## src/rtl/rdf_pkg.sv

```systemverilog
// Package for the radix digit formatter: sizes, radix codes, the control
// struct handed to the digit cells and the ASCII mapping of one digit.
// No dependencies.
package rdf_pkg;

    localparam int VALUE_BITS = 32;
    localparam int IN_BITS    = 32;
    // Octal needs the most digits: one per three bits.
    localparam int N_DIGITS   = (VALUE_BITS + 2) / 3;
    localparam int CNT_W      = $clog2(VALUE_BITS + N_DIGITS);
    localparam int LEFT_W     = $clog2(N_DIGITS + 1);

    localparam logic [1:0] MODE_DEC  = 2'd0;
    localparam logic [1:0] MODE_OCT  = 2'd1;
    localparam logic [1:0] MODE_HEXL = 2'd2;
    localparam logic [1:0] MODE_HEXU = 2'd3;

    localparam logic [4:0] BASE_DEC = 5'd10;
    localparam logic [4:0] BASE_OCT = 5'd8;
    localparam logic [4:0] BASE_HEX = 5'd16;

    localparam logic [7:0] CHAR_ZERO        = 8'd48;
    localparam logic [7:0] LOWER_HEX_OFFSET = 8'd87;
    localparam logic [7:0] UPPER_HEX_OFFSET = 8'd55;

    typedef struct packed {
        logic       clr;
        logic       shift;
        logic [4:0] base;
    } t_cell_ctl;

    function automatic logic [4:0] mode_base(input logic [1:0] mode);
        logic [4:0] b;
        case (mode)
            MODE_DEC: b = BASE_DEC;
            MODE_OCT: b = BASE_OCT;
            default:  b = BASE_HEX;
        endcase
        return b;
    endfunction

    function automatic logic [7:0] digit_ascii(input logic [3:0] d, input logic [1:0] mode);
        logic [7:0] c;
        if (d < 4'd10) begin
            c = CHAR_ZERO + {4'd0, d};
        end else if (mode == MODE_HEXU) begin
            c = UPPER_HEX_OFFSET + {4'd0, d};
        end else begin
            c = LOWER_HEX_OFFSET + {4'd0, d};
        end
        return c;
    endfunction

endpackage

```

## src/rtl/rdf_in_if.sv

```systemverilog
// Input channel of the radix digit formatter: one number and its radix mode.
// Depends on rdf_pkg.
interface rdf_in_if
    import rdf_pkg::*;
();
    logic               valid;
    logic               ready;
    logic [IN_BITS-1:0] value;
    logic [1:0]         radix_mode;

    modport source (output valid, output value, output radix_mode, input ready);
    modport sink   (input valid, input value, input radix_mode, output ready);
endinterface

```

## src/rtl/rdf_out_if.sv

```systemverilog
// Output channel of the radix digit formatter: one ASCII digit per transaction.
// No dependencies.
interface rdf_out_if;
    logic        valid;
    logic        ready;
    logic [7:0]  digit_char;
    logic        last_digit;
    logic [31:0] chars_total;

    modport source (output valid, output digit_char, output last_digit,
                    output chars_total, input ready);
    modport sink   (input valid, input digit_char, input last_digit,
                    input chars_total, output ready);
endinterface

```

## src/rtl/rdf_cell.sv

```systemverilog
// One digit cell of the conversion chain: doubles its digit and adds the
// carry from the cell below, reducing modulo the base. Depends on rdf_pkg.
module rdf_cell
    import rdf_pkg::*;
(
    input  logic       i_clk,
    input  logic       i_rst_n,
    input  t_cell_ctl  i_ctl,
    input  logic       i_carry,
    input  logic       i_carry_vld,
    input  logic [3:0] i_digit,
    output logic       o_carry,
    output logic       o_carry_vld,
    output logic [3:0] o_digit
);
    logic [3:0] r_digit, n_digit;
    logic       r_carry, n_carry;
    logic       r_vld, n_vld;
    logic [4:0] w_dbl;

    assign w_dbl = {r_digit, i_carry};

    always_comb begin
        n_digit = r_digit;
        n_carry = 1'b0;
        n_vld   = i_carry_vld;
        if (i_ctl.clr) begin
            n_digit = 4'd0;
            n_vld   = 1'b0;
        end else if (i_ctl.shift) begin
            // Digits move one place toward the most significant end.
            n_digit = i_digit;
        end else if (i_carry_vld) begin
            if (w_dbl >= i_ctl.base) begin
                n_digit = 4'(w_dbl - i_ctl.base);
                n_carry = 1'b1;
            end else begin
                n_digit = w_dbl[3:0];
            end
        end
    end

    always_ff @(posedge i_clk) begin
        if (!i_rst_n) begin
            r_vld   <= 1'b0;
            r_carry <= 1'b0;
        end else begin
            r_vld   <= n_vld;
            r_carry <= n_carry;
        end
        r_digit <= n_digit;
    end

    assign o_carry     = r_carry;
    assign o_carry_vld = r_vld;
    assign o_digit     = r_digit;
endmodule

```

## src/rtl/radix_digit_formatter.sv

```systemverilog
// Radix digit formatter top level: feeder shift register, digit cell chain
// and emit control. Depends on rdf_pkg, rdf_in_if, rdf_out_if and rdf_cell.
//
// Usage: an input transaction carries a 32-bit unsigned value and a radix
// mode (decimal, octal, lower-case or upper-case hex). The block answers with
// one output transaction per ASCII digit, most significant first, without
// leading zeros; zero gives a single '0'. The final digit has last_digit set,
// and chars_total counts every character emitted since reset, wrapping at 32
// bits.
// Operation: the value enters the cell chain one bit per cycle, most
// significant bit first, and the carry moves one cell per cycle. The
// chain then shifts out one leading zero per cycle and one digit per
// accepted output transaction. One number is handled at a time; ready is
// high only between numbers, so the block does not take a new number
// before the last digit of the current one has been accepted.
// A stalled receiver holds the current digit; the chain waits with it.
// Reset clears the character count and returns the block to idle.
module radix_digit_formatter
    import rdf_pkg::*;
(
    input  logic      i_clk,
    input  logic      i_rst_n,
    rdf_in_if.sink    i_in,
    rdf_out_if.source o_out
);
    localparam logic [1:0] ST_IDLE = 2'd0;
    localparam logic [1:0] ST_CONV = 2'd1;
    localparam logic [1:0] ST_EMIT = 2'd2;

    logic [1:0]            r_state, n_state;
    logic [CNT_W-1:0]      r_cnt, n_cnt;
    logic [LEFT_W-1:0]     r_left, n_left;
    logic [VALUE_BITS-1:0] r_shift, n_shift;
    logic [1:0]            r_mode, n_mode;
    logic [31:0]           r_chars, n_chars;
    logic                  r_lead, n_lead;

    t_cell_ctl  w_ctl;
    logic       w_feed_vld;
    logic       w_skip;
    logic       w_out_acc;
    logic [3:0] w_top;

    logic       w_carry [N_DIGITS];
    logic       w_vld   [N_DIGITS];
    logic [3:0] w_digit [N_DIGITS];

    assign w_top      = w_digit[N_DIGITS-1];
    // Zeros are dropped only until the first digit has gone out.
    assign w_skip     = (r_state == ST_EMIT) && r_lead && (w_top == 4'd0)
                        && (r_left > LEFT_W'(1));
    assign w_out_acc  = o_out.valid && o_out.ready;
    assign w_feed_vld = (r_state == ST_CONV) && (r_cnt < CNT_W'(VALUE_BITS));

    assign i_in.ready        = (r_state == ST_IDLE);
    assign o_out.valid       = (r_state == ST_EMIT) && !w_skip;
    assign o_out.digit_char  = digit_ascii(w_top, r_mode);
    assign o_out.last_digit  = (r_left == LEFT_W'(1));
    assign o_out.chars_total = r_chars + 32'd1;

    always_comb begin
        w_ctl.clr   = i_in.valid && i_in.ready;
        w_ctl.shift = w_skip || w_out_acc;
        w_ctl.base  = mode_base(r_mode);
    end

    always_comb begin
        n_state = r_state;
        n_cnt   = r_cnt;
        n_left  = r_left;
        n_shift = r_shift;
        n_mode  = r_mode;
        n_chars = r_chars;
        n_lead  = r_lead;
        case (r_state)
            ST_IDLE: begin
                if (i_in.valid) begin
                    n_shift = VALUE_BITS'(i_in.value);
                    n_mode  = i_in.radix_mode;
                    n_cnt   = '0;
                    n_state = ST_CONV;
                end
            end
            ST_CONV: begin
                n_shift = r_shift << 1;
                n_cnt   = r_cnt + CNT_W'(1);
                // The top cell takes its last carry this cycle.
                if (r_cnt == CNT_W'(VALUE_BITS + N_DIGITS - 2)) begin
                    n_left  = LEFT_W'(N_DIGITS);
                    n_lead  = 1'b1;
                    n_state = ST_EMIT;
                end
            end
            ST_EMIT: begin
                if (w_skip || w_out_acc) begin
                    n_left = r_left - LEFT_W'(1);
                end
                if (w_out_acc) begin
                    n_chars = r_chars + 32'd1;
                    n_lead  = 1'b0;
                    if (r_left == LEFT_W'(1)) begin
                        n_state = ST_IDLE;
                    end
                end
            end
            default: begin
                n_state = ST_IDLE;
            end
        endcase
    end

    always_ff @(posedge i_clk) begin
        if (!i_rst_n) begin
            r_state <= ST_IDLE;
            r_cnt   <= '0;
            r_left  <= '0;
            r_chars <= '0;
            r_lead  <= 1'b0;
        end else begin
            r_state <= n_state;
            r_cnt   <= n_cnt;
            r_left  <= n_left;
            r_chars <= n_chars;
            r_lead  <= n_lead;
        end
        r_shift <= n_shift;
        r_mode  <= n_mode;
    end

    for (genvar i = 0; i < N_DIGITS; i++) begin : g_cell
        if (i == 0) begin : g_first
            rdf_cell u_cell (
                .i_clk       (i_clk),
                .i_rst_n     (i_rst_n),
                .i_ctl       (w_ctl),
                .i_carry     (r_shift[VALUE_BITS-1]),
                .i_carry_vld (w_feed_vld),
                .i_digit     (4'd0),
                .o_carry     (w_carry[i]),
                .o_carry_vld (w_vld[i]),
                .o_digit     (w_digit[i])
            );
        end else begin : g_next
            rdf_cell u_cell (
                .i_clk       (i_clk),
                .i_rst_n     (i_rst_n),
                .i_ctl       (w_ctl),
                .i_carry     (w_carry[i-1]),
                .i_carry_vld (w_vld[i-1]),
                .i_digit     (w_digit[i-1]),
                .o_carry     (w_carry[i]),
                .o_carry_vld (w_vld[i]),
                .o_digit     (w_digit[i])
            );
        end
    end

    // A digit is only offered while emitting, with digits still left.
    a_out_in_emit: assert property (@(posedge i_clk) disable iff (!i_rst_n)
        o_out.valid |-> (r_state == ST_EMIT) && (r_left != '0))
        else $error("output valid outside of emit phase");

    // The final digit hands the block back to the input side.
    a_last_to_idle: assert property (@(posedge i_clk) disable iff (!i_rst_n)
        (w_out_acc && o_out.last_digit) |=> i_in.ready)
        else $error("block not idle after the final digit");

    // Each accepted digit advances the character count by exactly one.
    a_count_step: assert property (@(posedge i_clk) disable iff (!i_rst_n)
        w_out_acc |=> (r_chars == $past(r_chars) + 32'd1))
        else $error("character count did not advance");

    // The carry out of the top cell stays zero throughout conversion.
    a_no_overflow: assert property (@(posedge i_clk) disable iff (!i_rst_n)
        (r_state == ST_CONV) |-> !w_carry[N_DIGITS-1])
        else $error("digit chain overflowed");
endmodule
```

## src/flat_wrapper.sv

```systemverilog
// flat-port wrapper written by rule: the top's interface ports become plain ports
module radix_digit_formatter_flat import rdf_pkg::*;
  (i_clk, i_rst_n, i_in_valid, i_in_value, i_in_radix_mode, i_in_ready, o_out_valid, o_out_digit_char, o_out_last_digit, o_out_chars_total, o_out_ready);
  rdf_in_if i_in_i ();
  rdf_out_if o_out_i ();
  input  logic i_clk;
  input  logic i_rst_n;
  input wire logic [$bits(i_in_i.valid)-1:0] i_in_valid;
  input wire logic [$bits(i_in_i.value)-1:0] i_in_value;
  input wire logic [$bits(i_in_i.radix_mode)-1:0] i_in_radix_mode;
  output wire logic [$bits(i_in_i.ready)-1:0] i_in_ready;
  output wire logic [$bits(o_out_i.valid)-1:0] o_out_valid;
  output wire logic [$bits(o_out_i.digit_char)-1:0] o_out_digit_char;
  output wire logic [$bits(o_out_i.last_digit)-1:0] o_out_last_digit;
  output wire logic [$bits(o_out_i.chars_total)-1:0] o_out_chars_total;
  input wire logic [$bits(o_out_i.ready)-1:0] o_out_ready;
  assign i_in_i.valid = i_in_valid;
  assign i_in_i.value = i_in_value;
  assign i_in_i.radix_mode = i_in_radix_mode;
  assign i_in_ready = i_in_i.ready;
  assign o_out_valid = o_out_i.valid;
  assign o_out_digit_char = o_out_i.digit_char;
  assign o_out_last_digit = o_out_i.last_digit;
  assign o_out_chars_total = o_out_i.chars_total;
  assign o_out_i.ready = o_out_ready;
  radix_digit_formatter u_core (.i_clk(i_clk), .i_rst_n(i_rst_n), .i_in(i_in_i), .o_out(o_out_i));
endmodule
```

## config.mk

```make
export PLATFORM = sky130hd
export DESIGN_NAME = radix_digit_formatter_flat
export DESIGN_NICKNAME = d
export VERILOG_FILES = /design/src/rtl/rdf_pkg.sv /design/src/rtl/rdf_in_if.sv /design/src/rtl/rdf_out_if.sv /design/src/rtl/rdf_cell.sv /design/src/rtl/radix_digit_formatter.sv /design/src/flat_wrapper.sv
export SDC_FILE = /design/constraint.sdc
export NUM_CORES = 1
export LEC_CHECK = 0
export BUFFER_PORTS_ARGS = -buffer_cell sky130_fd_sc_hd__buf_2
export CAP_MARGIN = 25
export CORE_MARGIN = 5
export CORE_UTILIZATION = 56
export CTS_BUF_LIST = sky130_fd_sc_hd__clkbuf_4 sky130_fd_sc_hd__clkbuf_8 sky130_fd_sc_hd__clkbuf_16
export DETAILED_ROUTE_END_ITERATION = 12
export GPL_ROUTABILITY_DRIVEN = 0
export PLACE_DENSITY = 0.83
export SKIP_LAST_GASP = 1
export SLEW_MARGIN = 20
export SYNTH_ARGS = -nofsm -noshare
export SYNTH_HDL_FRONTEND = slang
export SYNTH_HIERARCHICAL = 1
export SYNTH_SLANG_ARGS = --single-unit
export TNS_END_PERCENT = 10
```

## constraint.sdc

```tcl
create_clock -name i_clk -period 3.28 [get_ports i_clk]
set_input_delay 0.164 -clock i_clk [delete_from_list [all_inputs] [get_ports i_clk]]
set_output_delay 0.164 -clock i_clk [all_outputs]
set_load 0.01 [all_outputs]
```

# [Word level (Yosys, flattened, before mapping)]
# Cells that the tools add are included.
[totals] word_cells=192 inputBits=38 regBits=143
[classes] order_cmp=14 muxes=59 n_reduce_logical=42 n_bitwise=11 n_eq_ne=11 addsub=17
[ops] operator="$mux 4" count=33
[ops] operator="$pmux 32 s2" count=1
[ops] operator="$ge 5x5->1" count=11
[ops] operator="$sub 4x4->4" count=11
[ops] operator="$reduce_or 4->1" count=10
[ops] operator="$add 32x1->32 const B" count=1
[ops] operator="$mux 32" count=1
[ops] operator="$reduce_bool 2->1" count=12
[ops] operator="$mux 8" count=2
[ops] operator="$add 6x4->7 const A" count=2
[ops] operator="$mux 1" count=12
[ops] operator="$pmux 6 s2" count=1
[ops] operator="$not 1->1" count=11
[ops] operator="$pmux 5 s2" count=1
[ops] operator="$add 7x4->8 const A" count=1
[ops] operator="$mux 2" count=4
[ops] operator="$ne 2x2->1 const B" count=4
[ops] operator="$pmux 4 s2" count=1
[ops] operator="$logic_and 1x1->1" count=7
[ops] operator="$add 6x1->6 const B" count=1
[ops] operator="$eq 6x6->1 const B" count=1
[ops] operator="$lt 6x6->1 const B" count=1
[ops] operator="$mux 6" count=1
[ops] operator="$pmux 2 s3" count=1
[ops] operator="other kinds (16)" count=23

# [Depth between registers and ports, before layout]
[depth] depth_word=10 mapped_depth=11

# [Modules after synthesis]
# The synthesis kept the hierarchy.
[modules_own_cells] mod="rdf_cell" instances=11 cells_each=56 area_per_inst_um2=508.0
[modules_own_cells] mod="radix_digit_formatter" instances=1 cells_each=481 area_per_inst_um2=4152.7

# [Least setup slack after synthesis]
# Ideal clock, no wire load.
[synth_path] kind="reg2reg" from="register u_core.g_cell[10].g_next.u_cell.r_digit[1]" to="register u_core.g_cell[0].g_first.u_cell.r_digit[3]" period_less_slack_ps=2792 path_stages_with_launch=11 setup_slack_ps=488 required_ps=3158 t_arrival_ps=2670 cell_sequence="dfxtp_1 -> inv_1 -> ha_1 -> and4bb_2 -> o31ai_1 -> buf_2 -> a21oi_1 -> clkbuf_1 -> nor3b_1 -> nor4bb_1 -> a311o_1"
[synth_lines] item="from (decl)" line="rdf_cell.sv:16" source="logic [3:0] r_digit, n_digit;"
[synth_lines] item="from (signal assigned)" line="rdf_cell.sv:51" source="r_digit <= n_digit;"
[synth_lines] item="to (signal assigned)" line="rdf_cell.sv:51"
[synth_lines] item="to (decl)" line="rdf_cell.sv:16"

==> metrics <==
Hold Vio Cnt, Final=0; number of I/O port buffers=79; internal power=0.00338 W; status=completed; WS Path Type=flip-flop to flip-flop; crit path time final=2.84 ns; min-delay worst type=input port to flip-flop; first-pass GRT wire length=38500 um; met1 usage=0.286; Switching Share=0.250; Initial Util=0.566; routed len/inst=15.9 um; setup bufs post-CTS=0; fin nets=1336; Vias/cell=5.86; Max Slew Vio Count=0; Max IR drop VDD=0.406 mV; worst-case clock buffer depth=2; critical-path maximum fanout=28; fmax=0.352 GHz; min-delay src=i_in_value[6]; CTS Buf Count=17; fin area=0.0114 mm2; area occupied by registers=0.00320 mm2; M2 GR Usage=0.400; period utilization=0.865; R2R depth=9; Overflow after GRT=0; area of the core=0.0171 mm2; reg2reg start=u_core/g_cell[10].g_next.u_cell/o_digit[1]$_SDFFE_PP0P_; Netlist Area Pre-Place=0.00968 mm2; Clock power frac=0.464; n_diodes=0; Psw=0.00113 W; Setup Viol. Count Final=0; maxcap violations=0; die area=0.0200 mm2; CTS tree=yes; Worst Skew=0.00990 ns; num ports=roughly 80; post-layout util=0.664; Critical Path RT=3.65 ns; Cells after Synth=1093; post-CTS sizing=0; Routed Antenna Nets=0; area occupied by multi-input gates=roughly 0.006 mm2; Hold Crit Depth=3; HPWL after DPL=between 15000 and 20000 um; H-tree levels=4; share of cells above drive strength 1=0.154; pwr dens=397 mW/mm2; slew at the pin with the worst max-slew slack=0.842 ns; Hold-fix buffers, CTS=20; Fill cells=1356; Die H=142 um; Total GRT Usage=0.230; Area after DPL=0.0105 mm2; vias in the first global route=8242; Mean Syn Cell Area=8.86 um2; Clock Sinks=143; starting DRC count in detailed routing=531; YS warnings=6; DRC Markers=0; Worst Hold End=u_core/r_shift[6]$_DFFE_PP_; Die W=142 um; clock slew at the register clock pins of the worst setup and hold paths=0.06 ns; sequential power share=0.423; clock tree root driver cell=clkbuf_16; Clk Latency, worst-skew pair=0.42 ns; Pwr Total=0.00451 W; crit end category=flip-flop; Gate power share=0.114; initial antenna violation count=0; Rel. slew slack=0.438; flop2flop setup slack=0.44 ns; largest net degree at the start of global routing=44; Synth-to-Final Area Change=17.4%; met3 GRT Util=0.0462; GRT busiest layer=met2; static leakage=around 4.7 nW; RSZ-0062 raised after global routing=false; First-pass DRT Iterations=5; row count=48; Critical Path AT=between 3 and 4 ns; FF-to-FF End=u_core/g_cell[8].g_next.u_cell/o_digit[0]$_SDFFE_PP0P_; setup TNS=0 ns; crit start category=flip-flop; vias=8577; Total Wirelength=23200 um
per-stage QoR:
step | setup slack (ns) | hold WS [ns] | std cells
6_report | 0.443 | 0.0131 | 1463
5_1_grt | 0.185 | 0.0121 | 1463
4_1_cts | 0.466 | 0.000681 | 1463
3_5_place_dp | 0.477 | 0.361 | 1411
3_3_place_gp | 0.662 | 0.367 | 1411
2_1_floorplan | 0.488 | 0.263 | 1119
worst max-delay path, cell delays in order, from the launching register on:
cell and delay (ns):
dfxtp_1 0.48, inv_1 0.14, ha_1 0.20, and4bb_2 0.25, o31ai_2 0.10, a21oi_4 0.18, buf_12 0.20, nor3b_1 0.71
nor4b_1 0.36, a311o_1 0.15
power by group through the flow:
stage | logic, W | registers, W | clock network [W]
6_report | 0.000513 | 0.00191 | 0.00209
3_3_place_gp | 0.000467 | 0.00194 | 0
2_1_floorplan | 0.000362 | 0.00193 | 0
3_5_place_dp | 0.000480 | 0.00194 | 0
4_1_cts | 0.000503 | 0.00191 | 0.00211
5_1_grt | 0.000571 | 0.00191 | 0.00219
cell usage in the layout (no fill, tap or decap), types with 17 or more instances in the layout:
cell type and instances:
ha_1 62, inv_1 76, nor3_1 20, nand2_1 144
a21oi_1 87, conb_1 27, nand3b_1 24, buf_4 20
edfxtp_1 34, nor2_1 78, xnor2_1 17, or2_2 24
dlygate4sd3_1 20, a311o_1 33, xor2_1 46, nand3_1 20
dfxtp_1 109, nor3b_1 68, buf_2 79, clkbuf_16 17
layer usage:
metal  share of wire  wire (um)  up-vias
li1                -          -     4213
met1            0.44      10200     4124
met2            0.50      11700      207
met3           0.044       1030       33
met4           0.015        351        0
met5               0          0        -
cell type report:
class,instances,share of cell area
tap,225,0.0248
clock buffer,17,0.0374
inverter,78,0.0258
sequential,143,0.282
timing repair buffer,121,0.0691
multi-input combinational,864,0.543
clock inverter,15,0.0184
registers in the layout (all words and copies together) (netlist names):
| signal | count |
|---|---|
| u_core/g_cell.g_first.u_cell/o_carry | 1 |
| u_core/g_cell.g_first.u_cell/o_carry_vld | 1 |
| u_core/g_cell.g_first.u_cell/o_digit | 4 |
| u_core/g_cell.g_next.u_cell/o_carry | 9 |
| u_core/g_cell.g_next.u_cell/o_carry_vld | 9 |
| u_core/g_cell.g_next.u_cell/o_digit | 40 |
| u_core/r_chars | 32 |
| u_core/r_cnt | 6 |
| u_core/r_lead | 1 |
| u_core/r_left | 4 |
| u_core/r_mode | 2 |
| u_core/r_shift | 32 |
| u_core/r_state | 2 |
worst max-delay path by stage:
| stage | startpoint | endpoint | slack, ns | depth (start not counted) |
|---|---|---|---|---|
| after floorplan | u_core/g_cell[10].g_next.u_cell/o_digit[1]$_SDFFE_PP0P_ | u_core/g_cell[0].g_first.u_cell/o_digit[3]$_SDFFE_PP0P_ | 0.49 | 10 |
| after global placement | u_core/g_cell[10].g_next.u_cell/o_digit[1]$_SDFFE_PP0P_ | u_core/g_cell[10].g_next.u_cell/o_digit[0]$_SDFFE_PP0P_ | 0.66 | 9 |
| after detailed placement | u_core/g_cell[10].g_next.u_cell/o_digit[1]$_SDFFE_PP0P_ | u_core/g_cell[8].g_next.u_cell/o_digit[0]$_SDFFE_PP0P_ | 0.48 | 9 |
| after CTS | u_core/g_cell[10].g_next.u_cell/o_digit[1]$_SDFFE_PP0P_ | u_core/g_cell[8].g_next.u_cell/o_digit[0]$_SDFFE_PP0P_ | 0.47 | 9 |
| after global routing | u_core/g_cell[10].g_next.u_cell/o_digit[1]$_SDFFE_PP0P_ | u_core/g_cell[8].g_next.u_cell/o_digit[0]$_SDFFE_PP0P_ | 0.19 | 9 |
| final | u_core/g_cell[10].g_next.u_cell/o_digit[1]$_SDFFE_PP0P_ | u_core/g_cell[8].g_next.u_cell/o_digit[0]$_SDFFE_PP0P_ | 0.44 | 9 |
Power figures use the tool's default switching activity.
